==> src/design/wwts_pkg.sv <==
// Package for the whole-word text search block: request and result types,
// configuration register codes, character constants and small helpers.
// No dependencies.
package wwts_pkg;

    localparam int COUNTER_BITS            = 24;
    localparam int MAX_QUERY_BYTES_DEFAULT = 16;
    localparam int QUERY_REG_BYTES         = 8;
    localparam int CFG_INDEX_BITS          = 3;
    localparam int CFG_DATA_BITS           = 64;
    localparam int QUEUE_DEPTH             = 4;
    localparam int QUEUE_PTR_BITS          = $clog2(QUEUE_DEPTH);

    localparam logic [COUNTER_BITS-1:0] CNT_MAX = '1;
    localparam logic [15:0] DEFAULT_MATCH_LIMIT = 16'd1000;

    localparam logic [7:0] CHAR_LF         = 8'h0A;
    localparam logic [7:0] CHAR_CR         = 8'h0D;
    localparam logic [7:0] CHAR_UNDERSCORE = 8'h5F;

    typedef enum logic [CFG_INDEX_BITS-1:0] {
        REG_QUERY_LOW   = 3'd0,
        REG_QUERY_HIGH  = 3'd1,
        REG_QUERY_LEN   = 3'd2,
        REG_MATCH_CASE  = 3'd3,
        REG_WHOLE_WORD  = 3'd4,
        REG_MATCH_LIMIT = 3'd5
    } reg_index_t;

    typedef struct packed {
        logic [7:0]  data_byte;
        logic        last_of_file;
        logic [15:0] file_tag;
    } in_item_t;

    typedef struct packed {
        logic [15:0]             match_file;
        logic [COUNTER_BITS-1:0] match_line;
        logic [COUNTER_BITS-1:0] column;
        logic                    limit_reached;
        logic                    last_in_run;
    } out_item_t;

    typedef struct packed {
        logic [63:0] query_low;
        logic [63:0] query_high;
        logic [4:0]  query_length;
        logic        match_case;
        logic        whole_word;
        logic [15:0] match_limit;
    } cfg_t;

    function automatic logic is_word(input logic [7:0] c);
        return c inside {[8'h61:8'h7A], [8'h41:8'h5A], [8'h30:8'h39], CHAR_UNDERSCORE};
    endfunction

    function automatic logic [7:0] fold_case(input logic [7:0] c);
        if (c inside {[8'h41:8'h5A]})
            return c + 8'd32;
        return c;
    endfunction

    // bytes past the second query register read as zero
    function automatic logic [7:0] query_byte(input logic [63:0] lo, input logic [63:0] hi,
                                              input int i);
        if (i < QUERY_REG_BYTES)
            return lo[8*i +: 8];
        if (i < 2*QUERY_REG_BYTES)
            return hi[8*(i-QUERY_REG_BYTES) +: 8];
        return 8'h00;
    endfunction

    function automatic logic [COUNTER_BITS-1:0] sat_inc(input logic [COUNTER_BITS-1:0] v);
        if (v == CNT_MAX)
            return v;
        return v + 1'b1;
    endfunction

endpackage

==> src/design/wwts_cfg.sv <==
// Configuration registers of the text search, with the clamped query length
// and the whole-word enable derived from them.
// Depends on wwts_pkg.
module wwts_cfg
    import wwts_pkg::*;
#(
    parameter int MAX_QUERY_BYTES = MAX_QUERY_BYTES_DEFAULT,
    localparam int LEN_W = $clog2(MAX_QUERY_BYTES + 1)
)
(
    input  logic                      clk,
    input  logic                      rst_n,
    input  logic                      cfg_write,
    input  logic [CFG_INDEX_BITS-1:0] cfg_index,
    input  logic [CFG_DATA_BITS-1:0]  cfg_data,
    output cfg_t                      cfg,
    output logic [LEN_W-1:0]          len,
    output logic                      ww_active
);

    cfg_t cfg_reg;

    always_ff @(posedge clk or negedge rst_n)
    begin
        if (!rst_n)
        begin
            cfg_reg.query_low    <= '0;
            cfg_reg.query_high   <= '0;
            cfg_reg.query_length <= 5'd1;
            cfg_reg.match_case   <= 1'b1;
            cfg_reg.whole_word   <= 1'b0;
            cfg_reg.match_limit  <= DEFAULT_MATCH_LIMIT;
        end
        else if (cfg_write)
        begin
            case (reg_index_t'(cfg_index))
                REG_QUERY_LOW:   cfg_reg.query_low    <= cfg_data;
                REG_QUERY_HIGH:  cfg_reg.query_high   <= cfg_data;
                REG_QUERY_LEN:   cfg_reg.query_length <= cfg_data[4:0];
                REG_MATCH_CASE:  cfg_reg.match_case   <= cfg_data[0];
                REG_WHOLE_WORD:  cfg_reg.whole_word   <= cfg_data[0];
                REG_MATCH_LIMIT: cfg_reg.match_limit  <= cfg_data[15:0];
                default: ;
            endcase
        end
    end

    assign cfg = cfg_reg;

    always_comb
    begin
        if (cfg_reg.query_length == 5'd0)
            len = LEN_W'(1);
        else if (int'(cfg_reg.query_length) > MAX_QUERY_BYTES)
            len = LEN_W'(MAX_QUERY_BYTES);
        else
            len = LEN_W'(cfg_reg.query_length);
    end

    // whole-word mode only counts when every query byte in use is a word character
    always_comb
    begin
        ww_active = cfg_reg.whole_word;
        for (int i = 0; i < MAX_QUERY_BYTES; i++)
        begin
            if (i < int'(len) &&
                !is_word(query_byte(cfg_reg.query_low, cfg_reg.query_high, i)))
                ww_active = 1'b0;
        end
    end

endmodule

==> src/design/wwts_window_cmp.sv <==
// Parallel compare of the query against the recent-byte window, plus the
// word test on the byte just before a candidate match.
// Depends on wwts_pkg.
module wwts_window_cmp
    import wwts_pkg::*;
#(
    parameter int MAX_QUERY_BYTES = MAX_QUERY_BYTES_DEFAULT,
    localparam int LEN_W = $clog2(MAX_QUERY_BYTES + 1)
)
(
    input  logic [7:0]       window [0:MAX_QUERY_BYTES],
    input  logic [63:0]      query_low,
    input  logic [63:0]      query_high,
    input  logic             match_case,
    input  logic [LEN_W-1:0] len,
    output logic             bytes_match,
    output logic             before_is_word
);

    logic [LEN_W-1:0] idx [MAX_QUERY_BYTES];
    logic [7:0]       w_byte [MAX_QUERY_BYTES];
    logic [7:0]       q_byte [MAX_QUERY_BYTES];

    // window is newest first, so query byte i sits at len-1-i
    always_comb
    begin
        bytes_match = 1'b1;
        for (int i = 0; i < MAX_QUERY_BYTES; i++)
        begin
            idx[i]    = len - LEN_W'(1) - LEN_W'(i);
            w_byte[i] = window[idx[i]];
            q_byte[i] = query_byte(query_low, query_high, i);
            if (!match_case)
            begin
                w_byte[i] = fold_case(w_byte[i]);
                q_byte[i] = fold_case(q_byte[i]);
            end
            if (i < int'(len) && w_byte[i] != q_byte[i])
                bytes_match = 1'b0;
        end
    end

    assign before_is_word = is_word(window[len]);

endmodule

==> src/design/wwts_result_queue.sv <==
// 4-entry result queue: up to two in per cycle, one out unless out_stall.
// Depends on wwts_pkg.
module wwts_result_queue
    import wwts_pkg::*;
(
    input  logic      clk,
    input  logic      rst_n,
    input  logic [1:0] push_count,
    input  out_item_t push0,
    input  out_item_t push1,
    output logic      room,
    output logic      out_valid,
    input  logic      out_stall,
    output out_item_t out_data
);

    out_item_t                 entry_reg [QUEUE_DEPTH];
    logic [QUEUE_PTR_BITS-1:0] wr_ptr_reg, wr_ptr_next;
    logic [QUEUE_PTR_BITS-1:0] rd_ptr_reg, rd_ptr_next;
    logic [QUEUE_PTR_BITS:0]   count_reg, count_next;
    logic                      pop;
    logic [QUEUE_PTR_BITS-1:0] wr_ptr_plus1;

    assign out_valid    = (count_reg != '0);
    assign out_data     = entry_reg[rd_ptr_reg];
    assign pop          = out_valid && !out_stall;
    assign room         = (count_reg <= (QUEUE_PTR_BITS+1)'(QUEUE_DEPTH - 2));
    assign wr_ptr_plus1 = wr_ptr_reg + 1'b1;

    always_comb
    begin
        wr_ptr_next = wr_ptr_reg + QUEUE_PTR_BITS'(push_count);
        rd_ptr_next = rd_ptr_reg + QUEUE_PTR_BITS'(pop);
        count_next  = count_reg + (QUEUE_PTR_BITS+1)'(push_count)
                                - (QUEUE_PTR_BITS+1)'(pop);
    end

    always_ff @(posedge clk or negedge rst_n)
    begin
        if (!rst_n)
        begin
            wr_ptr_reg <= '0;
            rd_ptr_reg <= '0;
            count_reg  <= '0;
        end
        else
        begin
            wr_ptr_reg <= wr_ptr_next;
            rd_ptr_reg <= rd_ptr_next;
            count_reg  <= count_next;
        end
    end

    always_ff @(posedge clk)
    begin
        if (push_count != 2'd0)
            entry_reg[wr_ptr_reg] <= push0;
        if (push_count == 2'd2)
            entry_reg[wr_ptr_plus1] <= push1;
    end

endmodule

==> src/design/whole_word_text_search.sv <==
// Whole-word text search: top level with input register, line/column state,
// match resolution and match limit. Depends on wwts_pkg, wwts_cfg,
// wwts_window_cmp and wwts_result_queue.

// One file byte is taken per clock cycle while in_stall is low. Each request
// lands in an input register; from there the query is compared against the
// recent-byte window in one pass, state is updated and any results go into a
// four-entry result queue. A byte produces at most two results (a whole-word
// match resolved by this byte, then a new match) and the output side moves one
// result per cycle while out_stall is low, so the rate stays at one byte per
// cycle as long as bytes average no more than one result. in_stall rises when
// a request is held and the queue has fewer than two free entries. The user
// must write configuration only while the block is idle; nothing enforces it.
module whole_word_text_search
    import wwts_pkg::*;
#(
    parameter int MAX_QUERY_BYTES = MAX_QUERY_BYTES_DEFAULT
)
(
    input  logic                      clk,
    input  logic                      rst_n,
    input  logic                      cfg_write,
    input  logic [CFG_INDEX_BITS-1:0] cfg_index,
    input  logic [CFG_DATA_BITS-1:0]  cfg_data,
    input  logic                      in_valid,
    output logic                      in_stall,
    input  in_item_t                  in_data,
    output logic                      out_valid,
    input  logic                      out_stall,
    output out_item_t                 out_data
);

    localparam int LEN_W = $clog2(MAX_QUERY_BYTES + 1);

    cfg_t             cfg;
    logic [LEN_W-1:0] len;
    logic             ww_active;

    logic     s1_valid_reg, s1_valid_next;
    in_item_t s1_reg;
    logic     room;
    logic     adv;

    logic [7:0]              win_reg [0:MAX_QUERY_BYTES];
    logic [7:0]              win_next [0:MAX_QUERY_BYTES];
    logic [7:0]              win_sh [0:MAX_QUERY_BYTES];
    logic [COUNTER_BITS-1:0] column_reg, column_next;
    logic [COUNTER_BITS-1:0] line_reg, line_next;
    logic [COUNTER_BITS-1:0] next_start_reg, next_start_next;
    logic                    pend_valid_reg, pend_valid_next;
    logic [COUNTER_BITS-1:0] pend_line_reg, pend_line_next;
    logic [COUNTER_BITS-1:0] pend_col_reg, pend_col_next;
    logic                    pend_before_ok_reg, pend_before_ok_next;
    logic [15:0]             match_count_reg, match_count_next;
    logic                    limit_hit_reg, limit_hit_next;

    logic                    bytes_match, before_is_word;
    logic [7:0]              b;
    logic                    eol, last;
    logic [COUNTER_BITS-1:0] col_inc, len_ext, start, ln;
    logic                    hit, before_ok;
    logic                    e1, e2, ok1, ok2, lr1, lr2, hit1, hit2;
    logic [15:0]             cnt1, cnt2;
    out_item_t               res_pend, res_new, push0, push1;
    logic [1:0]              push_count;

    wwts_cfg #(.MAX_QUERY_BYTES(MAX_QUERY_BYTES)) u_cfg (
        .clk       (clk),
        .rst_n     (rst_n),
        .cfg_write (cfg_write),
        .cfg_index (cfg_index),
        .cfg_data  (cfg_data),
        .cfg       (cfg),
        .len       (len),
        .ww_active (ww_active)
    );

    // input register
    assign in_stall = s1_valid_reg && !room;
    assign adv      = s1_valid_reg && room;

    always_comb
    begin
        s1_valid_next = s1_valid_reg;
        if (in_valid && !in_stall)
            s1_valid_next = 1'b1;
        else if (adv)
            s1_valid_next = 1'b0;
    end

    always_ff @(posedge clk or negedge rst_n)
    begin
        if (!rst_n)
            s1_valid_reg <= 1'b0;
        else
            s1_valid_reg <= s1_valid_next;
    end

    always_ff @(posedge clk)
    begin
        if (in_valid && !in_stall)
            s1_reg <= in_data;
    end

    assign b    = s1_reg.data_byte;
    assign last = s1_reg.last_of_file;
    assign eol  = (b == CHAR_LF) || (b == CHAR_CR);

    always_comb
    begin
        win_sh[0] = b;
        for (int k = 1; k <= MAX_QUERY_BYTES; k++)
            win_sh[k] = win_reg[k-1];
    end

    wwts_window_cmp #(.MAX_QUERY_BYTES(MAX_QUERY_BYTES)) u_cmp (
        .window         (win_sh),
        .query_low      (cfg.query_low),
        .query_high     (cfg.query_high),
        .match_case     (cfg.match_case),
        .len            (len),
        .bytes_match    (bytes_match),
        .before_is_word (before_is_word)
    );

    // match detection
    always_comb
    begin
        col_inc   = sat_inc(column_reg);
        len_ext   = COUNTER_BITS'(len);
        start     = col_inc - len_ext;
        hit       = !eol && (col_inc >= len_ext) && (start >= next_start_reg) && bytes_match;
        before_ok = (start == '0) || !before_is_word;
        ln        = sat_inc(line_reg);
        e1        = pend_valid_reg && pend_before_ok_reg && (eol || !is_word(b));
        e2        = hit && (!ww_active || (last && before_ok));
    end

    // emit chain: the waiting match goes first, then the new one
    always_comb
    begin
        ok1  = e1 && !limit_hit_reg && (match_count_reg < cfg.match_limit);
        cnt1 = ok1 ? match_count_reg + 16'd1 : match_count_reg;
        lr1  = ok1 && (cnt1 >= cfg.match_limit);
        hit1 = limit_hit_reg || (e1 && !ok1) || lr1;
        ok2  = e2 && !hit1 && (cnt1 < cfg.match_limit);
        cnt2 = ok2 ? cnt1 + 16'd1 : cnt1;
        lr2  = ok2 && (cnt2 >= cfg.match_limit);
        hit2 = hit1 || (e2 && !ok2) || lr2;

        res_pend.match_file    = s1_reg.file_tag;
        res_pend.match_line    = pend_line_reg;
        res_pend.column        = pend_col_reg;
        res_pend.limit_reached = lr1;
        res_pend.last_in_run   = !ok2;

        res_new.match_file     = s1_reg.file_tag;
        res_new.match_line     = ln;
        res_new.column         = start + 1'b1;
        res_new.limit_reached  = lr2;
        res_new.last_in_run    = 1'b1;

        push0      = ok1 ? res_pend : res_new;
        push1      = res_new;
        push_count = adv ? (2'(ok1) + 2'(ok2)) : 2'd0;
    end

    // state update
    always_comb
    begin
        win_next            = win_reg;
        column_next         = column_reg;
        line_next           = line_reg;
        next_start_next     = next_start_reg;
        pend_valid_next     = pend_valid_reg;
        pend_line_next      = pend_line_reg;
        pend_col_next       = pend_col_reg;
        pend_before_ok_next = pend_before_ok_reg;
        match_count_next    = match_count_reg;
        limit_hit_next      = limit_hit_reg;

        if (adv)
        begin
            match_count_next = cnt2;
            limit_hit_next   = hit2;
            pend_valid_next  = hit && ww_active && !last;
            if (hit)
            begin
                pend_line_next      = ln;
                pend_col_next       = start + 1'b1;
                pend_before_ok_next = before_ok;
            end

            if (eol)
            begin
                line_next       = ln;
                column_next     = '0;
                next_start_next = '0;
            end
            else
            begin
                win_next    = win_sh;
                column_next = col_inc;
                if (hit)
                    next_start_next = col_inc;
            end

            if (last)
            begin
                for (int k = 0; k <= MAX_QUERY_BYTES; k++)
                    win_next[k] = 8'h00;
                column_next     = '0;
                next_start_next = '0;
                line_next       = '0;
                pend_valid_next = 1'b0;
            end
        end
    end

    always_ff @(posedge clk or negedge rst_n)
    begin
        if (!rst_n)
        begin
            for (int k = 0; k <= MAX_QUERY_BYTES; k++)
                win_reg[k] <= 8'h00;
            column_reg         <= '0;
            line_reg           <= '0;
            next_start_reg     <= '0;
            pend_valid_reg     <= 1'b0;
            pend_line_reg      <= '0;
            pend_col_reg       <= '0;
            pend_before_ok_reg <= 1'b0;
            match_count_reg    <= '0;
            limit_hit_reg      <= 1'b0;
        end
        else
        begin
            win_reg            <= win_next;
            column_reg         <= column_next;
            line_reg           <= line_next;
            next_start_reg     <= next_start_next;
            pend_valid_reg     <= pend_valid_next;
            pend_line_reg      <= pend_line_next;
            pend_col_reg       <= pend_col_next;
            pend_before_ok_reg <= pend_before_ok_next;
            match_count_reg    <= match_count_next;
            limit_hit_reg      <= limit_hit_next;
        end
    end

    wwts_result_queue u_queue (
        .clk        (clk),
        .rst_n      (rst_n),
        .push_count (push_count),
        .push0      (push0),
        .push1      (push1),
        .room       (room),
        .out_valid  (out_valid),
        .out_stall  (out_stall),
        .out_data   (out_data)
    );

    // once the limit is reached it stays reached until reset
    a_limit_sticky: assert property (@(posedge clk) disable iff (!rst_n)
        limit_hit_reg |=> limit_hit_reg)
        else $error("limit flag dropped");

    // a result flagged at the limit can only leave after the limit was recorded
    a_limit_flag: assert property (@(posedge clk) disable iff (!rst_n)
        (out_valid && out_data.limit_reached) |-> limit_hit_reg)
        else $error("limit_reached result without limit recorded");

    // the overlap barrier never runs ahead of the column counter
    a_overlap_barrier: assert property (@(posedge clk) disable iff (!rst_n)
        next_start_reg <= column_reg)
        else $error("next allowed start beyond column");

    // no request is lost: a held request stays held while stalled
    a_hold_request: assert property (@(posedge clk) disable iff (!rst_n)
        (s1_valid_reg && !room) |=> s1_valid_reg)
        else $error("input register dropped a request");

endmodule

==> config.mk <==
export PLATFORM = sky130hd
export DESIGN_NAME = whole_word_text_search
export DESIGN_NICKNAME = d
export VERILOG_FILES = /design/src/design/wwts_pkg.sv /design/src/design/wwts_cfg.sv /design/src/design/wwts_window_cmp.sv /design/src/design/wwts_result_queue.sv /design/src/design/whole_word_text_search.sv
export SDC_FILE = /design/constraint.sdc
export NUM_CORES = 2
export LEC_CHECK = 0
export BUFFER_PORTS_ARGS = -buffer_cell sky130_fd_sc_hd__clkbuf_2
export CAP_MARGIN = 10
export CELL_PAD_IN_SITES_DETAIL_PLACEMENT = 0
export CELL_PAD_IN_SITES_GLOBAL_PLACEMENT = 1
export CORE_ASPECT_RATIO = 1.2
export CORE_MARGIN = 5
export CORE_UTILIZATION = 34
export CTS_CLUSTER_SIZE = 14
export DETAILED_ROUTE_END_ITERATION = 10
export PLACE_DENSITY_LB_ADDON = 0.2
export SKIP_CTS_REPAIR_TIMING = 1
export SLEW_MARGIN = 20
export SYNTH_ARGS = -nofsm -noshare
export SYNTH_HDL_FRONTEND = slang
export SYNTH_HIERARCHICAL = 1
export SYNTH_SLANG_ARGS = --single-unit
==> constraint.sdc <==
create_clock -name clk -period 15.12 [get_ports clk]
set_input_delay 0.756 -clock clk [delete_from_list [all_inputs] [get_ports clk]]
set_output_delay 0.756 -clock clk [all_outputs]
set_load 0.05 [all_outputs]
==> summary.md <==
| Metric | Value |
|---|---|
| Latest clock arrival within the worst-skew pair | `around 0.70 ns` |
| DP Wirelength | `138,100 um` |
| Clk sinks | `a little over 700` |
| Port buffer count | `164` |
| Buf/Inv on CP | `6` |
| DR WL/cell | `26.63 um` |
| Pre-CTS setup slack | `2.829 ns` |
| Register area share after synthesis | `0.3674` |
| Slowest CP cell | `ha_4` |
| Io pins | `165` |
| Core area | `~150,000 um^2` |
| Initial antenna violation count | `7` |
| Die area | `162,900 um^2` |
| Clock Skew | `0.02883 ns` |
| Initial core utilization | `0.3416` |
| Initial drt markers | `3,065` |
| CTS clk-pin slew, worst paths | `0.06 ns` |
| Syn Area/Cell | `between 10 and 15 um^2` |
| Worst path max stage delay | `0.78 ns` |
| Netlist cell types | `between 100 and 150` |
| Least-Margin Pin Slew | `between 1 and 1.5 ns` |
| HP Class | `input port to asynchronous set/reset pin` |
| Setup ws final | `2.814 ns` |
| Seq pwr share | `0.254` |
| GPL Wtd Cong | `0.9603` |
| CTS tree | `done` |
| Largest net degree at the start of global routing | `136` |
| # nets final | `a little over 5,000` |
| Synth top area share | `0.1986` |
| Post-synth EDFFs | `289` |
| Count of final max-slew check failures | `0` |
| RSZ-0062 raised after global routing | `false` |
| Total wire length | `186,600 um` |
| PwrDens | `180.5 nW/um^2` |
| R2r setup slk | `2.81 ns` |
| Reg2reg end | `u_queue/entry_reg[0][1]` |
| Fraction of registers with async set/reset | `0.5958` |
| Worst r2r path cells | `39` |
| Yosys top cell by area | `dfrtp_1` |
| Startpoint class of the critical path | `flip-flop` |
| Total of max-cap violations | `0` |
| DRC | `0` |
| Seq cells post-synth | `715` |
| TNS Setup | `0 ns` |
| Num CTS Buffers | `82` |
| Area contributors post-synth | `dfrtp_1 (20%), edfxtp_1 (16%), mux2_2 (10%), mux4_2 (8.5%), mux2i_1 (4.1%)` |
| Crit-path leading delay family | `compound AO/OA/AOI/OAI gates` |
| Vias in the first global route | `40,720` |
| Share of post-route cells with drive strength above 1 | `0.2345` |
| Rel. slew slack | `0.1765` |
| First-pass GRT wire length | `277,000 um` |
| Max reg flops | `264` |
| Leakage | `22.83 nW` |
| Post-Synthesis Cells | `4,922` |
| Antenna-violating nets left | `0` |
| Drt first pass iters | `5` |
| Final setup violating endpoints | `0` |
| Peak VDD IR | `0.1075 mV` |
| Area after DPL | `55,150 um^2` |
| Root Buffer | `clkbuf_16` |
| Die Ht | `about 440 um` |
| RR Startpoint | `u_cfg/cfg[22]` |
| Comb pwr share | `0.543` |
| Fmax | `0.08126 GHz` |
| Final Hold Violating Endpoints | `0` |
| Clock power frac | `0.204` |
| Top_reg_cell synth | `dfrtp_1` |
| Pint | `5.681 mW` |
| Tmin final | `12.31 ns` |
| Met2 GRT Util | `0.3957` |
| Finished Cell Area | `58,060 um^2` |
| WS Path Type | `flip-flop to flip-flop` |
| Met1 Track Usage GR | `0.2719` |
| GR peak layer | `met2` |
| Synthesis-to-layout area growth | `10.23%` |
| Final period util | `0.8139` |
| Most used cell, CP | `a21o_1` |
| Sw Pwr | `4.796 mW` |
| Met3 Usage GRT | `0.03119` |
| CP Data Required Time | `15.55 ns` |
| CP arrival | `12.73 ns` |
| GRT overflow | `0` |
| DR vias | `40,880` |
| Std-Cell Rows | `158` |
| Die width | `about 370 um` |
| Outcome | `finished, final reports clean` |
| GRT Resource Usage Total | `0.2238` |
| Mapped Area | `52,670 um^2` |
| Worst Hold Margin | `0.06412 ns` |
| Vias/cell | `5.833` |
| Max H-tree Level | `3` |
| Crit end category | `flip-flop` |
| Synth Warn # | `6` |
| Sw frac | `0.4578` |
| Clk buf depth | `3` |
| Critical Path Fanout Max | `47` |
-- kinds of logic after synthesis --
family,count (synthesis),share of synthesized area
simple gates,1317,0.1277
compound gates,1037,0.1368
mux,926,0.2373
flops,715,0.3674
buf+inv,508,0.04454
xor+xnor,283,0.05393
fa+ha+maj,135,0.03231
other cells,1,0.00007120
-- power by group through the flow --
stage / logic [mW] / registers, mW / clock network [mW]
finish: 5.68 / 2.66 / 2.13
floorplan: 4.22 / 2.48 / 0
global placement: 5.58 / 2.69 / 0
global route: 6.08 / 2.69 / 2.28
detailed placement: 5.60 / 2.69 / 0
CTS: 5.63 / 2.66 / 2.21
-- per-stage QoR --
step           power [mW]    util  cells
5_1_grt             11.05  0.3765   7007
4_1_cts             10.50  0.3763   7007
2_1_floorplan       6.696       -   4925
3_3_place_gp        8.278  0.3576   6856
3_5_place_dp        8.297  0.3576   6856
6_report            10.48  0.3765   7008
-- worst register-to-register path, delay by kind of cell (launching register included) --
kind                       cells  cell delay (ns)
DFF                            1             0.71
and+or+nand+nor                7             1.82
AOI/OAI and AO/OA             14             2.73
adders and majority gates      5             2.45
xor gates and xnor gates       1             0.35
muxes                          6             2.03
buffers and inverters          6             1.93
-- layer usage --
metal	vias to the layer above	share of wire
met5	-	0.00012
met4	4	0.049
met3	337	0.046
li1	18780	-
met1	20630	0.40
met2	1126	0.50
-- cells in the mapped netlist (28+ instances only) --
library cell  instances
xnor2_1             153
a22o_1              143
a31oi_1              48
nand2_1             425
or3_1                40
a21o_1               43
xor2_1              104
and3_1               39
buf_4                28
a21oi_1             160
nor4_1               54
mux4_2              198
ha_1                132
mux2_2              482
nor2_1              258
nand2b_1             33
clkbuf_1            139
nor2b_1              35
edfxtp_1            289
mux2_4               29
inv_1               196
nand3_1             106
o31ai_1              31
o211ai_1             34
o21ai_0             252
buf_2                84
o22ai_1              35
nand4_1              65
a211oi_1             29
dfrtp_1             418
mux2i_1             216
nor3_1               84
-- cells in the final DEF, fill, tap and decap left out, types with 24 or more instances in the layout --
cell / count
a211oi_1: 29
a21o_1: 42
a21oi_1: 160
a22o_1: 143
a22oi_1: 26
a31oi_1: 48
and3_1: 39
buf_4: 68
clkbuf_16: 85
clkbuf_2: 163
dfrtp_1: 415
edfxtp_1: 289
ha_1: 130
inv_1: 196
mux2_2: 482
mux2_4: 29
mux2i_1: 216
mux4_2: 198
nand2_1: 425
nand2b_1: 32
nand3_1: 105
nand4_1: 65
nor2_1: 256
nor2b_1: 31
nor3_1: 82
nor4_1: 54
o211ai_1: 34
o21ai_0: 251
o22ai_1: 35
o31ai_1: 30
or3_1: 40
or4_1: 24
xnor2_1: 151
xor2_1: 104
-- worst max path at each step --
stage	slack, ns	depth (start not counted)	end	from
2_1_floorplan	1.16	41	u_queue/entry_reg[0][0]	u_cfg/cfg[19]
3_3_place_gp	3.03	34	u_queue/entry_reg[0][22]	u_cfg/cfg[22]
3_5_place_dp	2.83	34	u_queue/entry_reg[0][22]	u_cfg/cfg[22]
4_1_cts	2.79	34	u_queue/entry_reg[0][38]	u_cfg/cfg[22]
5_1_grt	2.25	32	u_queue/entry_reg[0][31]	u_cfg/cfg[22]
6_report	2.81	39	u_queue/entry_reg[0][1]	u_cfg/cfg[22]
-- area by class of cell --
type	count	area, um^2
fillers	15280	96140
multi-input cells	3702	31160
flip-flops and latches	715	19360
well taps	2000	2502
clock buffers	106	2286
repair buffers	234	1381
inverters	205	770.7
clock inverters	45	595.6
diodes	1	2.502
Note: power is estimated with default switching activity, not from simulation.
